$ cat src/sv/tsm_pkg.sv
// ============================================================================
// tsm_pkg
// Shared types, constants and helpers for the toggle handshake serial mailbox.
// ============================================================================
package tsm_pkg;

    // Largest block length in bytes and number of serial channels.
    localparam int MAX_BYTES  = 22;
    localparam int CHANNELS   = 2;
    localparam int CH_IDX_W   = (CHANNELS > 1) ? $clog2(CHANNELS) : 1;

    // Fixed field widths of the transaction payloads.
    localparam int CH_W       = 1;
    localparam int STAT_W     = 16;
    localparam int HOST_W     = 8;
    localparam int CTRL_W     = 8;
    localparam int FLEN_W     = 6;   // length field in control bits 7:2
    localparam int OLEN_W     = 5;   // lengths reported in the result
    localparam int IN_DATA_W  = 32;
    localparam int OUT_DATA_W = 24;

    // Bit positions in the status and control words.
    localparam int ACK_POS    = 0;   // status: tx accepted, control: rx ack
    localparam int SEND_POS   = 1;   // status: rx request, control: send toggle
    localparam int LEN_LO     = 2;
    localparam int LEN_HI     = 7;

    typedef logic [CH_IDX_W-1:0] t_ch_idx;

    // One accepted input transaction.
    typedef struct packed {
        logic [CH_W-1:0]   channel;
        logic              operational;
        logic [STAT_W-1:0] status_word;
        logic [HOST_W-1:0] host_tx_len;
    } t_item;

    // One result transaction.
    typedef struct packed {
        logic [CTRL_W-1:0] ctrl_word;
        logic              tx_busy;
        logic              rx_toggle;
        logic [OLEN_W-1:0] rx_len;
        logic              rx_capture;
        logic              tx_launch;
        logic [OLEN_W-1:0] tx_len_sent;
    } t_result;

    // Handshake state kept for each channel.
    typedef struct packed {
        logic [CTRL_W-1:0] ctrl;
        logic              send_tgl;
        logic              last_req;
        logic              last_acc;
        logic              busy;
        logic              ready_tgl;
        logic [OLEN_W-1:0] rx_len;
    } t_chan_state;

    // Saturate a length at the block size.
    function automatic logic [FLEN_W-1:0] clamp_len(input logic [HOST_W-1:0] v);
        logic [FLEN_W-1:0] r;
        if (v > HOST_W'(MAX_BYTES)) begin
            r = FLEN_W'(MAX_BYTES);
        end else begin
            r = v[FLEN_W-1:0];
        end
        return r;
    endfunction

endpackage

$ cat src/sv/tsm_in_stage.sv
// ============================================================================
// tsm_in_stage
// Input register: holds one accepted transaction until the engine takes it.
// ============================================================================
module tsm_in_stage
    import tsm_pkg::*;
(
    input  logic  i_clk,
    input  logic  i_rst_n,
    input  logic  i_valid,
    output logic  o_ready,
    input  t_item i_item,
    input  logic  i_out_free,
    output logic  o_valid,
    output logic  o_adv,
    output t_item o_item
);

    logic  r_valid;
    t_item r_item;

    // The held transaction moves on when the result register can take it.
    assign o_adv   = r_valid && i_out_free;
    assign o_ready = !r_valid || o_adv;
    assign o_valid = r_valid;
    assign o_item  = r_item;

    // Valid flag.
    always_ff @(posedge i_clk) begin
        if (!i_rst_n) begin
            r_valid <= 1'b0;
        end else if (o_ready) begin
            r_valid <= i_valid;
        end
    end

    // Payload, loaded on every accepted transaction.
    always_ff @(posedge i_clk) begin
        if (i_valid && o_ready) begin
            r_item <= i_item;
        end
    end

endmodule

$ cat src/sv/tsm_engine.sv
// ============================================================================
// tsm_engine
// Per-channel handshake state and the single-pass receive/transmit update.
// ============================================================================
module tsm_engine
    import tsm_pkg::*;
(
    input  logic    i_clk,
    input  logic    i_rst_n,
    input  logic    i_adv,
    input  t_item   i_item,
    output t_result o_res
);

    t_chan_state r_state [CHANNELS];
    t_chan_state cur;
    t_chan_state n_state;
    t_ch_idx     ch_idx;
    logic        in_range;
    logic        acc_bit;
    logic        req_bit;
    logic        capture;
    logic        launch;
    logic [FLEN_W-1:0] rx_clamp;
    logic [FLEN_W-1:0] tx_clamp;

    assign in_range = int'(i_item.channel) < CHANNELS;
    assign ch_idx   = t_ch_idx'(i_item.channel);
    assign cur      = r_state[ch_idx];
    assign acc_bit  = i_item.status_word[ACK_POS];
    assign req_bit  = i_item.status_word[SEND_POS];
    assign rx_clamp = clamp_len(HOST_W'(i_item.status_word[LEN_HI:LEN_LO]));
    assign tx_clamp = clamp_len(i_item.host_tx_len);

    // Receive phase, then transmit phase, on the selected channel.
    always_comb begin
        n_state = cur;
        capture = 1'b0;
        launch  = 1'b0;
        if (i_item.operational) begin
            // A toggle of the accept bit means the terminal took our block.
            if (acc_bit != cur.last_acc) begin
                n_state.last_acc = acc_bit;
                n_state.busy     = 1'b0;
            end
            // A toggle of the request bit means a new receive block.
            if (req_bit != cur.last_req) begin
                n_state.last_req      = req_bit;
                n_state.rx_len        = rx_clamp[OLEN_W-1:0];
                n_state.ready_tgl     = !cur.ready_tgl;
                n_state.ctrl[ACK_POS] = req_bit;
                capture               = 1'b1;
            end
        end
        // Launch a transmit block when there is data and the channel is free.
        if ((tx_clamp != '0) && !n_state.busy) begin
            n_state.send_tgl            = !cur.send_tgl;
            n_state.ctrl[LEN_HI:LEN_LO] = tx_clamp;
            n_state.ctrl[SEND_POS]      = !cur.send_tgl;
            n_state.busy                = 1'b1;
            launch                      = 1'b1;
        end
    end

    // Result fields; an out-of-range channel gives an all-zero result.
    always_comb begin
        o_res = '0;
        if (in_range) begin
            o_res.ctrl_word   = n_state.ctrl;
            o_res.tx_busy     = n_state.busy;
            o_res.rx_toggle   = n_state.ready_tgl;
            o_res.rx_len      = n_state.rx_len;
            o_res.rx_capture  = capture;
            o_res.tx_launch   = launch;
            o_res.tx_len_sent = launch ? tx_clamp[OLEN_W-1:0] : '0;
        end
    end

    // State update of the selected channel.
    always_ff @(posedge i_clk) begin
        if (!i_rst_n) begin
            for (int k = 0; k < CHANNELS; k++) begin
                r_state[k] <= '0;
            end
        end else if (i_adv && in_range) begin
            r_state[ch_idx] <= n_state;
        end
    end

    // A launch leaves the channel busy in the stored state.
    a_launch_sets_busy: assert property (@(posedge i_clk) disable iff (!i_rst_n)
        (i_adv && o_res.tx_launch) |=> r_state[$past(ch_idx)].busy)
        else $error("launch did not leave channel busy");

    // A launch always carries a nonzero length that also sits in the control word.
    a_launch_len: assert property (@(posedge i_clk) disable iff (!i_rst_n)
        (i_adv && o_res.tx_launch) |->
        (o_res.tx_len_sent != '0) && (o_res.ctrl_word[LEN_HI:LEN_LO] == tx_clamp))
        else $error("launch length mismatch");

    // No capture is reported while the receive phase is skipped.
    a_no_capture_idle: assert property (@(posedge i_clk) disable iff (!i_rst_n)
        (i_adv && !i_item.operational) |-> !o_res.rx_capture)
        else $error("capture without operational");

    // A capture flips the ready toggle of the stored state.
    a_capture_toggles: assert property (@(posedge i_clk) disable iff (!i_rst_n)
        (i_adv && o_res.rx_capture) |=>
        (r_state[$past(ch_idx)].ready_tgl != $past(cur.ready_tgl)))
        else $error("capture did not flip the receive toggle");

endmodule

$ cat src/sv/toggle_handshake_serial_mailbox_unit.sv
// ============================================================================
// toggle_handshake_serial_mailbox_unit
// Two-channel toggle handshake controller for a serial mailbox.
// ============================================================================
// A transaction passes through the input register and then the result register.
// Throughput: one transaction per cycle unless the output stalls; the input register
// and the result register each hold one, so one more is taken while a result waits.
// Reset: synchronous, active low; clears both valid flags and all channel state.
module toggle_handshake_serial_mailbox_unit
    import tsm_pkg::*;
(
    input  logic                  i_clk,
    input  logic                  i_rst_n,
    input  logic                  i_s_tvalid,
    output logic                  o_s_tready,
    // tdata: [0] operational, [16:1] status_word, [24:17] host_tx_len, [31:25] zero
    input  logic [IN_DATA_W-1:0]  i_s_tdata,
    // tuser: [0] channel
    input  logic [CH_W-1:0]       i_s_tuser,
    output logic                  o_m_tvalid,
    input  logic                  i_m_tready,
    // tdata: [7:0] ctrl_word, [8] tx_busy, [9] rx_toggle, [14:10] rx_len,
    //        [15] rx_capture, [16] tx_launch, [21:17] tx_len_sent, [23:22] zero
    output logic [OUT_DATA_W-1:0] o_m_tdata
);

    t_item   in_item;
    t_item   held_item;
    t_result res;
    t_result r_res;
    logic    r_out_valid;
    logic    out_free;
    logic    held_valid;
    logic    adv;

    // Unpack the input transaction.
    assign in_item.channel     = i_s_tuser;
    assign in_item.operational = i_s_tdata[0];
    assign in_item.status_word = i_s_tdata[16:1];
    assign in_item.host_tx_len = i_s_tdata[24:17];

    assign out_free = !r_out_valid || i_m_tready;

    tsm_in_stage u_in_stage (
        .i_clk      (i_clk),
        .i_rst_n    (i_rst_n),
        .i_valid    (i_s_tvalid),
        .o_ready    (o_s_tready),
        .i_item     (in_item),
        .i_out_free (out_free),
        .o_valid    (held_valid),
        .o_adv      (adv),
        .o_item     (held_item)
    );

    tsm_engine u_engine (
        .i_clk   (i_clk),
        .i_rst_n (i_rst_n),
        .i_adv   (adv),
        .i_item  (held_item),
        .o_res   (res)
    );

    // Result register valid flag.
    always_ff @(posedge i_clk) begin
        if (!i_rst_n) begin
            r_out_valid <= 1'b0;
        end else if (out_free) begin
            r_out_valid <= adv;
        end
    end

    // Result register payload.
    always_ff @(posedge i_clk) begin
        if (adv) begin
            r_res <= res;
        end
    end

    // Pack the result transaction.
    assign o_m_tvalid = r_out_valid;
    assign o_m_tdata  = {2'b00, r_res.tx_len_sent, r_res.tx_launch, r_res.rx_capture,
                         r_res.rx_len, r_res.rx_toggle, r_res.tx_busy, r_res.ctrl_word};

    // The engine only advances with a held transaction.
    a_adv_needs_item: assert property (@(posedge i_clk) disable iff (!i_rst_n)
        adv |-> held_valid)
        else $error("advance without held transaction");

    // A stalled result is never overwritten.
    a_no_overwrite: assert property (@(posedge i_clk) disable iff (!i_rst_n)
        (r_out_valid && !i_m_tready) |-> !adv)
        else $error("result register overwritten");

    // Every advance produces a valid result on the next cycle.
    a_adv_gives_result: assert property (@(posedge i_clk) disable iff (!i_rst_n)
        adv |=> r_out_valid)
        else $error("advance lost a result");

endmodule

$ cat config.mk
export PLATFORM = sky130hd
export DESIGN_NAME = toggle_handshake_serial_mailbox_unit
export DESIGN_NICKNAME = d
export VERILOG_FILES = /design/src/sv/tsm_pkg.sv /design/src/sv/tsm_in_stage.sv /design/src/sv/tsm_engine.sv /design/src/sv/toggle_handshake_serial_mailbox_unit.sv
export SDC_FILE = /design/constraint.sdc
export NUM_CORES = 1
export LEC_CHECK = 0
export BUFFER_PORTS_ARGS = -buffer_cell sky130_fd_sc_hd__buf_4
export CAP_MARGIN = 20
export CORE_MARGIN = 5
export CORE_UTILIZATION = 40
export DETAILED_ROUTE_END_ITERATION = 7
export GPL_ROUTABILITY_DRIVEN = 1
export SLEW_MARGIN = 10
export SYNTH_ARGS = -nofsm -noshare
export SYNTH_HDL_FRONTEND = slang
export SYNTH_SLANG_ARGS = --single-unit
$ cat constraint.sdc
create_clock -name i_clk -period 2.7 [get_ports i_clk]
set_input_delay 0.135 -clock i_clk [delete_from_list [all_inputs] [get_ports i_clk]]
set_output_delay 0.135 -clock i_clk [all_outputs]
set_load 0.02 [all_outputs]
-- Word level (Yosys, flattened, before mapping)
Memory sizes are Yosys's and may differ from the RTL's. A register that Yosys moved wholly into a read port is not among the register bits.
Cells that the tools add are included.
- flip-flop bits (word level): 42
- RAM bits: 36
- output and inout bits: 26
- word-level logic and storage cells: 51
- memories: 1
- memories (memory ; words ; width ; rd ports ; clocked after memory_dff ; write ports ; line ; RTL):
    u_engine.r_state ; 2 ; 18 ; 1 ; 1 ; 2 ; tsm_engine.sv:15 ; t_chan_state r_state [CHANNELS];
- magnitude comparators: 2
- equality and inequality tests: 2
- muxes and demuxes: 21
- reduce and logical (&&, ||, !) cells: 12
- operators by type and width (operator ; number):
    18-bit 2-to-1 mux ; 1
    18-bit OR reduction ; 1
    1-bit 2-to-1 mux ; 14
    6-bit 2-to-1 mux ; 2
    9-bit 2-to-1 mux ; 1
    8-bit by 5-bit greater-than comparator with 1-bit output (second input constant) ; 1
    7-bit 2-to-1 mux ; 1
    6-bit by 5-bit greater-than comparator with 1-bit output (second input constant) ; 1
    6-bit nonzero test ; 1
    1-bit zero test ; 5
    5-bit 2-to-1 mux ; 1
    1-bit logical AND ; 3
    1-bit logical OR ; 2
    2-bit 2-to-1 mux ; 1
    1-bit != test ; 2

-- Logic depth before layout (Yosys ltp)
Gate-level depths: netlist (run 1).
- depth after elaboration: 8
- mapped depth: 6

-- Modules after synthesis
Synthesis (run 1) repeated with hierarchy kept, for this count alone.
- cells, all modules: 271
- area total of the unflattened synthesis: 3761.1 um^2
- by module, submodules not included (module ; times used ; cells each ; area each (um^2)):
    tsm_engine ; 1 ; 210 ; 2187.1
    tsm_in_stage ; 1 ; 32 ; 845.8
    toggle_handshake_serial_mailbox_unit ; 1 ; 29 ; 728.2

-- Least setup slack after synthesis (run 1)
OpenSTA, ideal clock, no wires.
- path type: register -> register
- start: register r_out_valid, in the netlist o_m_tvalid
- end: memory u_engine.r_state[1][0] (netlist name), enable pin
- arrival time: 1.662 ns
- data required time: 2.321 ns
- path slack: 0.659 ns
- cell stages (with the launch flop): 6
- path buffers: 2
- clock period less this slack: 2.041 ns
- path through: dfxtp_1 nand2b_1 nand4_1 clkbuf_1 clkbuf_1 nand2_1
- RTL lines (element ; line ; RTL):
    start: declaration ; toggle_handshake_serial_mailbox_unit.sv:31 ; logic r_out_valid;
    start signal: assignment ; toggle_handshake_serial_mailbox_unit.sv:69 ; r_out_valid <= adv;
    end: declaration ; tsm_engine.sv:15 ;

==> results of run 1 <==
-- through the flow --
step	worst slack, ps	total power, µW
after floorplan	659	1680
after global placement	501	1790
after detailed placement	470	1800
after CTS	466	2530
after global routing	374	2620
final	489	2510
-- worst register-to-register path: cells and delay by family, from the launching register on --
family | cells | cell delay [ps]
compound gates | 1 | 350
flops | 1 | 480
buf+inv | 1 | 270
mux | 2 | 870
-- final cells by class --
cell class              instances  area [µm²]
clock buffers                  10         128
flip-flops and latches         79        2340
fillers                       780        4330
inverters                       3        11.3
clock inverters                 5        26.3
multi-input cells             149        1030
well taps                     108         135
repair buffers                 72         586
-- placed cells by master, fill, tap and decap left out, types with 2 or more instances in the layout --
master         netlist  final
edfxtp_1            76     76
buf_4                2     54
nor3_1              21     21
nor2_1              21     21
dlygate4sd3_1        0     18
nand2_1             12     12
a21oi_1             12     12
nor2b_1             10     10
clkbuf_8             0      9
mux2i_1              8      8
a211oi_1             8      8
a221oi_1             6      6
mux2_2               6      6
and2_1               4      4
o2bb2ai_1            4      4
nand2b_1             3      3
mux2i_4              3      3
dfxtp_1              3      3
clkinv_2             0      3
a21boi_0             2      2
clkinv_1             1      2
nor4b_1              2      2
or4_4                2      2
inv_1                2      2
a21o_1               2      2
o32ai_1              2      2
a211oi_2             2      2
conb_1               1      2
-- metal layers --
metal / track usage, % / share of wire, % / routed length (µm)
met3: 2.71 / 3.6 / 252
met5: 0 / 0 / 0
met2: 22.9 / 51 / 3560
met4: 6.08 / 1.2 / 83
met1: 18.8 / 44 / 3040
-- repair_timing --
| item | CTS | global route |
|---|---|---|
| hold buffers | 18 | 0 |
| endpoints found under the setup margin | 0 | 0 |
| buffers inserted | 0 | 0 |
| endpoints found under the hold margin | 18 | 0 |
-- cells by family after synthesis --
| family | Yosys count |
|---|---|
| AO/OA/AOI/OAI | 45 |
| buffers and inverters | 15 |
| XOR/XNOR | 2 |
| multiplexers | 18 |
| AND/OR/NAND/NOR | 82 |
| other | 1 |
| flip-flops | 79 |
-- sequential cells by signal (all words and copies together), names as in the netlist, named ones only --
| name | cells |
|---|---|
| u_in_stage.o_valid | 1 |
| o_m_tvalid | 1 |
| u_engine.r_state | 36 |
| o_m_tdata | 22 |
| u_in_stage.o_item | 18 |
-- path summary, 6_finish.rpt --
path	startpoint	end	slack, ps	cells past startpoint
min	i_s_tvalid	u_in_stage.o_valid	30	3
min reg2reg	u_in_stage.o_item[25]	flop	540	1
max reg2reg	flop	u_engine.r_state[0][9]	490	4
max	flop	u_engine.r_state[0][9]	490	4
-- power by group through the flow --
stage	clock [µW]	combinational (µW)	sequential (µW)
after floorplan	0	184	1500
after global placement	0	304	1480
after detailed placement	0	311	1480
after CTS	739	332	1460
after global routing	798	361	1460
final	727	328	1460
==> impl_metrics.json, run 1 <==
{
  "pin_count": 63,
  "postRouteAntennaNets": 0,
  "antenna_found_initial": 0,
  "arrival_ps": 2300,
  "synth_xor_area_share_pct": 0.723,
  "period_share_pct": 81.9,
  "syn_avg_cell_area_um2": 14.3,
  "muxShareOfSynthArea_pct": 6.54,
  "grtUsageTotal_pct": 14.2,
  "drive_gt1_share_pct": 26.7,
  "clock_power_share_pct": 29.0,
  "powerDensity_nw_per_um2": 589,
  "gp_congestion": 0.682,
  "coreArea_um2": 8590,
  "yosys.area.top_type": "edfxtp_1",
  "fin_cells": 426,
  "cp_max_fo": 10,
  "slew_headroom_pct": 42.9,
  "stdcell_area_um2": 4260,
  "switching_share_pct": 25.0,
  "critPathLaunchType": "flop",
  "cts_made_buffers": 9,
  "start_util_pct": 40.3,
  "io_buffer_count": 45,
  "synthSimpleGateAreaFrac_pct": 12.5,
  "internal-power_uw": 1880,
  "cp_top_family": "multiplexers",
  "p_leak_uw": 0.00155,
  "vias_per_cell": 5.17,
  "switchingPower_uw": 627,
  "critPathKind": "reg -> reg",
  "drt-total-wl_um": 6940,
  "final.setup.tns_ps": 0,
  "hold_viol": 0,
  "cts_resized": 0,
  "rows": 34,
  "ys_seq_area_share_pct": 67.7,
  "syn-instance-count": 242,
  "cts-htree-levels": 3,
  "pwr-share-comb_pct": 13.1,
  "synth_compound_area_share_pct": 9.91,
  "clock_skew_ps": 6.25,
  "grt_pass1_wl_um": 11400,
  "drc": 0,
  "cp.buffers_inverters": 1,
  "cp_slowest_stage_delay_ps": 490,
  "place_area_um2": 3930,
  "fmax_mhz": 452,
  "utilization_pct": 49.6,
  "synthArstFlopShare_pct": 0,
  "fin_nets": 351,
  "clkTransAtPathRegs_ps": 70,
  "crit_slowest_cell": "mux2_1",
  "clk_root_buffer_cell": "clkbuf_8",
  "ys_warn_count": 0,
  "antenna_cells": 0,
  "via_count": 2204,
  "cts.sinks": 79,
  "synth_fa_ha_area_share_pct": 0,
  "synth_area_um2": 3460,
  "grt-ovfl-total": 0,
  "synth_top_family_by_area": "simple AND/OR/NAND/NOR gates",
  "dr.pass1.iters": 4,
  "period_needed_ps": 2210,
  "grt_start_max_net_pins": 23,
  "wire_per_inst_um": 16.3,
  "die-area_um2": 10600,
  "setup_viol": 0,
  "drt_iter0_drc": 99,
  "synthDistinctLibCells": 45,
  "cts_buffer_depth": 2,
  "min_path_type": "in -> reg",
  "die_w_um": 103,
  "grt_pass1_vias": 2295,
  "timing.hold.ws_ps": 31.6,
  "tightest_slew_ps": 855,
  "required_ps": 2790,
  "drv_cap": 0,
  "synth_most_common_cell": "edfxtp_1",
  "ys_top_cells_by_count": "76 x edfxtp_1, 21 x nor2_1, 21 x nor3_1, 12 x a21oi_1, 12 x nand2_1",
  "synth_top_area_share_pct": 65.9,
  "synth-seq-cells": 79,
  "dp_cells": 393,
  "run_status": "finished, final reports clean",
  "maxSlewViolCount": 0,
  "dp_hpwl_um": 4550,
  "crit_chain": "buf_4 -> mux2_1 -> a21oi_4 -> mux2_2",
  "rsz0062_at_grt": "no",
  "synth_edf_count": 76,
  "syn2layout_area_growth_pct": 23.1,
  "cts_tree": "yes",
  "die_h_um": 103,
  "insertion_delay_ps": 340,
  "synth_area_leaders": "edfxtp_1 66%, nor3_1 3.0%, mux2i_1 2.3%, nor2_1 2.3%, mux2_2 2.0%",
  "p_seq_share_pct": 58.0,
  "synthFlopType": "edfxtp_1",
  "ir_worst_vdd_mv": 0.337,
  "worst_setup_path_end_kind": "flop"
}
(Power assumes the default switching activity.)
==> inputs of run 2 (changes only) <==
==> constraint.sdc (replaced) <==
create_clock -name i_clk -period 2.1 [get_ports i_clk]
set_input_delay 0.105 -clock i_clk [delete_from_list [all_inputs] [get_ports i_clk]]
set_output_delay 0.105 -clock i_clk [all_outputs]
set_load 0.02 [all_outputs]
==> run 2 against run 1 <==
Net effect:
- hold slack worse by 12 ps
- clock skew hardly changed
- fmax is 12% higher
- first-iteration DRC count is 19% higher
- sequential power up 28%
- final area increased by 3.9%
- utilization rose by 2.0 points
- die area stayed put
- global-route usage down 0.40 points
==> impl_metrics.json, run 2 (synthesis results as in run 1) <==
{
  "gp_congestion": 0.714,
  "drive_gt1_share_pct": 28.8,
  "grt_pass1_vias": 2230,
  "clk_root_buffer_cell": "clkbuf_8",
  "largest_reg_flops": 36,
  "setup_ws_ps": 133,
  "die_h_um": 103,
  "met1Wirelength_um": 3100,
  "io_buffer_count": 45,
  "grtUsageTotal_pct": 13.8,
  "start_util_pct": 40.3,
  "cts_made_buffers": 9,
  "top_layer": "met4",
  "grt_start_max_net_pins": 23,
  "clock_skew_ps": 5.79,
  "antenna_cells": 0,
  "min_path_type": "in -> reg",
  "switching_share_pct": 22.8,
  "place_area_um2": 4000,
  "drc": 0,
  "cp_max_fo": 6,
  "period_needed_ps": 1970,
  "via_count": 2217,
  "seq_area_um2": 2340,
  "grt_pass1_wl_um": 11000,
  "insertion_delay_ps": 340,
  "rows": 34,
  "critPathLaunchType": "flop",
  "rrSetupSlack_ps": 130,
  "cts_buffer_depth": 2,
  "hold_viol": 0,
  "powerDensity_nw_per_um2": 821,
  "route.met2.wl_um": 3460,
  "r2r_end": "u_engine.r_state[0][16]",
  "antenna_found_initial": 0,
  "cts-htree-levels": 3,
  "die-area_um2": 10600,
  "clock_power_share_pct": 36.4,
  "maxSlewViolCount": 0,
  "cts_setup_buffers": 0,
  "critPathKind": "reg -> reg",
  "clkTransAtPathRegs_ps": 80,
  "drt-total-wl_um": 6860,
  "final_common_cell": "edfxtp_1",
  "dp_slack_ps": 78.2,
  "vias_per_cell": 5.11,
  "stdcell_area_um2": 4430,
  "pin_count": 63,
  "switchingPower_uw": 829,
  "period_share_pct": 93.7,
  "cts.sinks": 79,
  "ir_worst_vdd_mv": 0.348,
  "setup_viol": 0,
  "rsz0062_at_grt": "no",
  "endpoint": "u_engine.r_state[0][16]",
  "postRouteAntennaNets": 0,
  "p_seq_share_pct": 51.4,
  "dr.pass1.iters": 4,
  "fmax_mhz": 508,
  "syn2layout_area_growth_pct": 28.0,
  "pwr-share-comb_pct": 12.2,
  "cts_tree": "yes",
  "p_leak_uw": 0.00163,
  "final_cell_mix": "76 x edfxtp_1, 58 x buf_4, 21 x nor3_1, 21 x nor2_1, 19 x dlygate4sd3_1",
  "required_ps": 2180,
  "coreArea_um2": 8590,
  "wl_met3_um": 225,
  "die_w_um": 103,
  "run_status": "finished, final reports clean",
  "multiInputGateArea_um2": 1040,
  "ff2ff_path_depth": 4,
  "grt-ovfl-total": 0,
  "largest-register": "u_engine.r_state",
  "fillCellCount": 772,
  "arrival_ps": 2050,
  "fin_nets": 358,
  "internal-power_uw": 2810,
  "dp_hpwl_um": 4390,
  "drt_iter0_drc": 118,
  "worst_setup_path_end_kind": "flop",
  "final.setup.tns_ps": 0,
  "drv_cap": 0,
  "wire_per_inst_um": 15.8
}
-- run 2: how the worst min path moves through the flow --
stage	end	start	cells past startpoint	slack (ps)
after floorplan	u_in_stage.o_item[0]	i_s_tdata[17]	0	200
after global placement	u_in_stage.o_item[13]	i_s_tdata[6]	1	280
after detailed placement	u_in_stage.o_item[8]	i_s_tdata[1]	1	280
after CTS	o_m_tvalid	i_rst_n	2	0.01
after global routing	o_m_tvalid	i_rst_n	2	6
final	o_m_tvalid	i_rst_n	2	20
-- run 2: per-stage QoR --
| step | total power [µW] | hold WS [ps] | utilization [%] | cells |
|---|---|---|---|---|
| 2_1_floorplan | 2160 | 204 | - | 243 |
| 3_3_place_gp | 2310 | 284 | 46.5 | 399 |
| 3_5_place_dp | 2320 | 285 | 46.5 | 399 |
| 4_1_cts | 3670 | 0.0128 | 51.5 | 434 |
| 5_1_grt | 3780 | 6.40 | 51.5 | 434 |
| 6_report | 3640 | 19.5 | 51.5 | 434 |
-- run 2: layout make-up --
type,instances,area share [%]
clock inverters,7,2.51
well taps,108,3.05
flip-flops and latches,79,52.9
multi-input cells,149,23.5
repair buffers,79,15.0
clock buffers,9,2.80
inverters,3,0.254
-- run 2: repair_timing --
item                       4_1_cts  5_1_grt
hold buffers                    19        0
resized for setup                0        1
hold endpoints to repair        19        0
setup endpoints to repair        0        3
-- run 2: layer usage --
layer  track usage [%]  up-vias
met4              5.18        0
met1              18.1     1087
met5                 0        -
met2              22.1       36
met3              3.72        4
li1                  -     1090
-- run 2: power by group through the flow --
stage	Clock [µW]	Sequential [µW]	Combinational (µW)
6_report	1320	1870	445
5_1_grt	1420	1880	484
4_1_cts	1350	1870	446
3_5_place_dp	0	1900	417
3_3_place_gp	0	1900	412
2_1_floorplan	0	1930	236
-- run 2: critical path: stages (launching register included) --
cell	delay [ps]
dfxtp_1	450
mux2i_4	340
mux2_2	440
nor2_1	340
o32ai_1	150
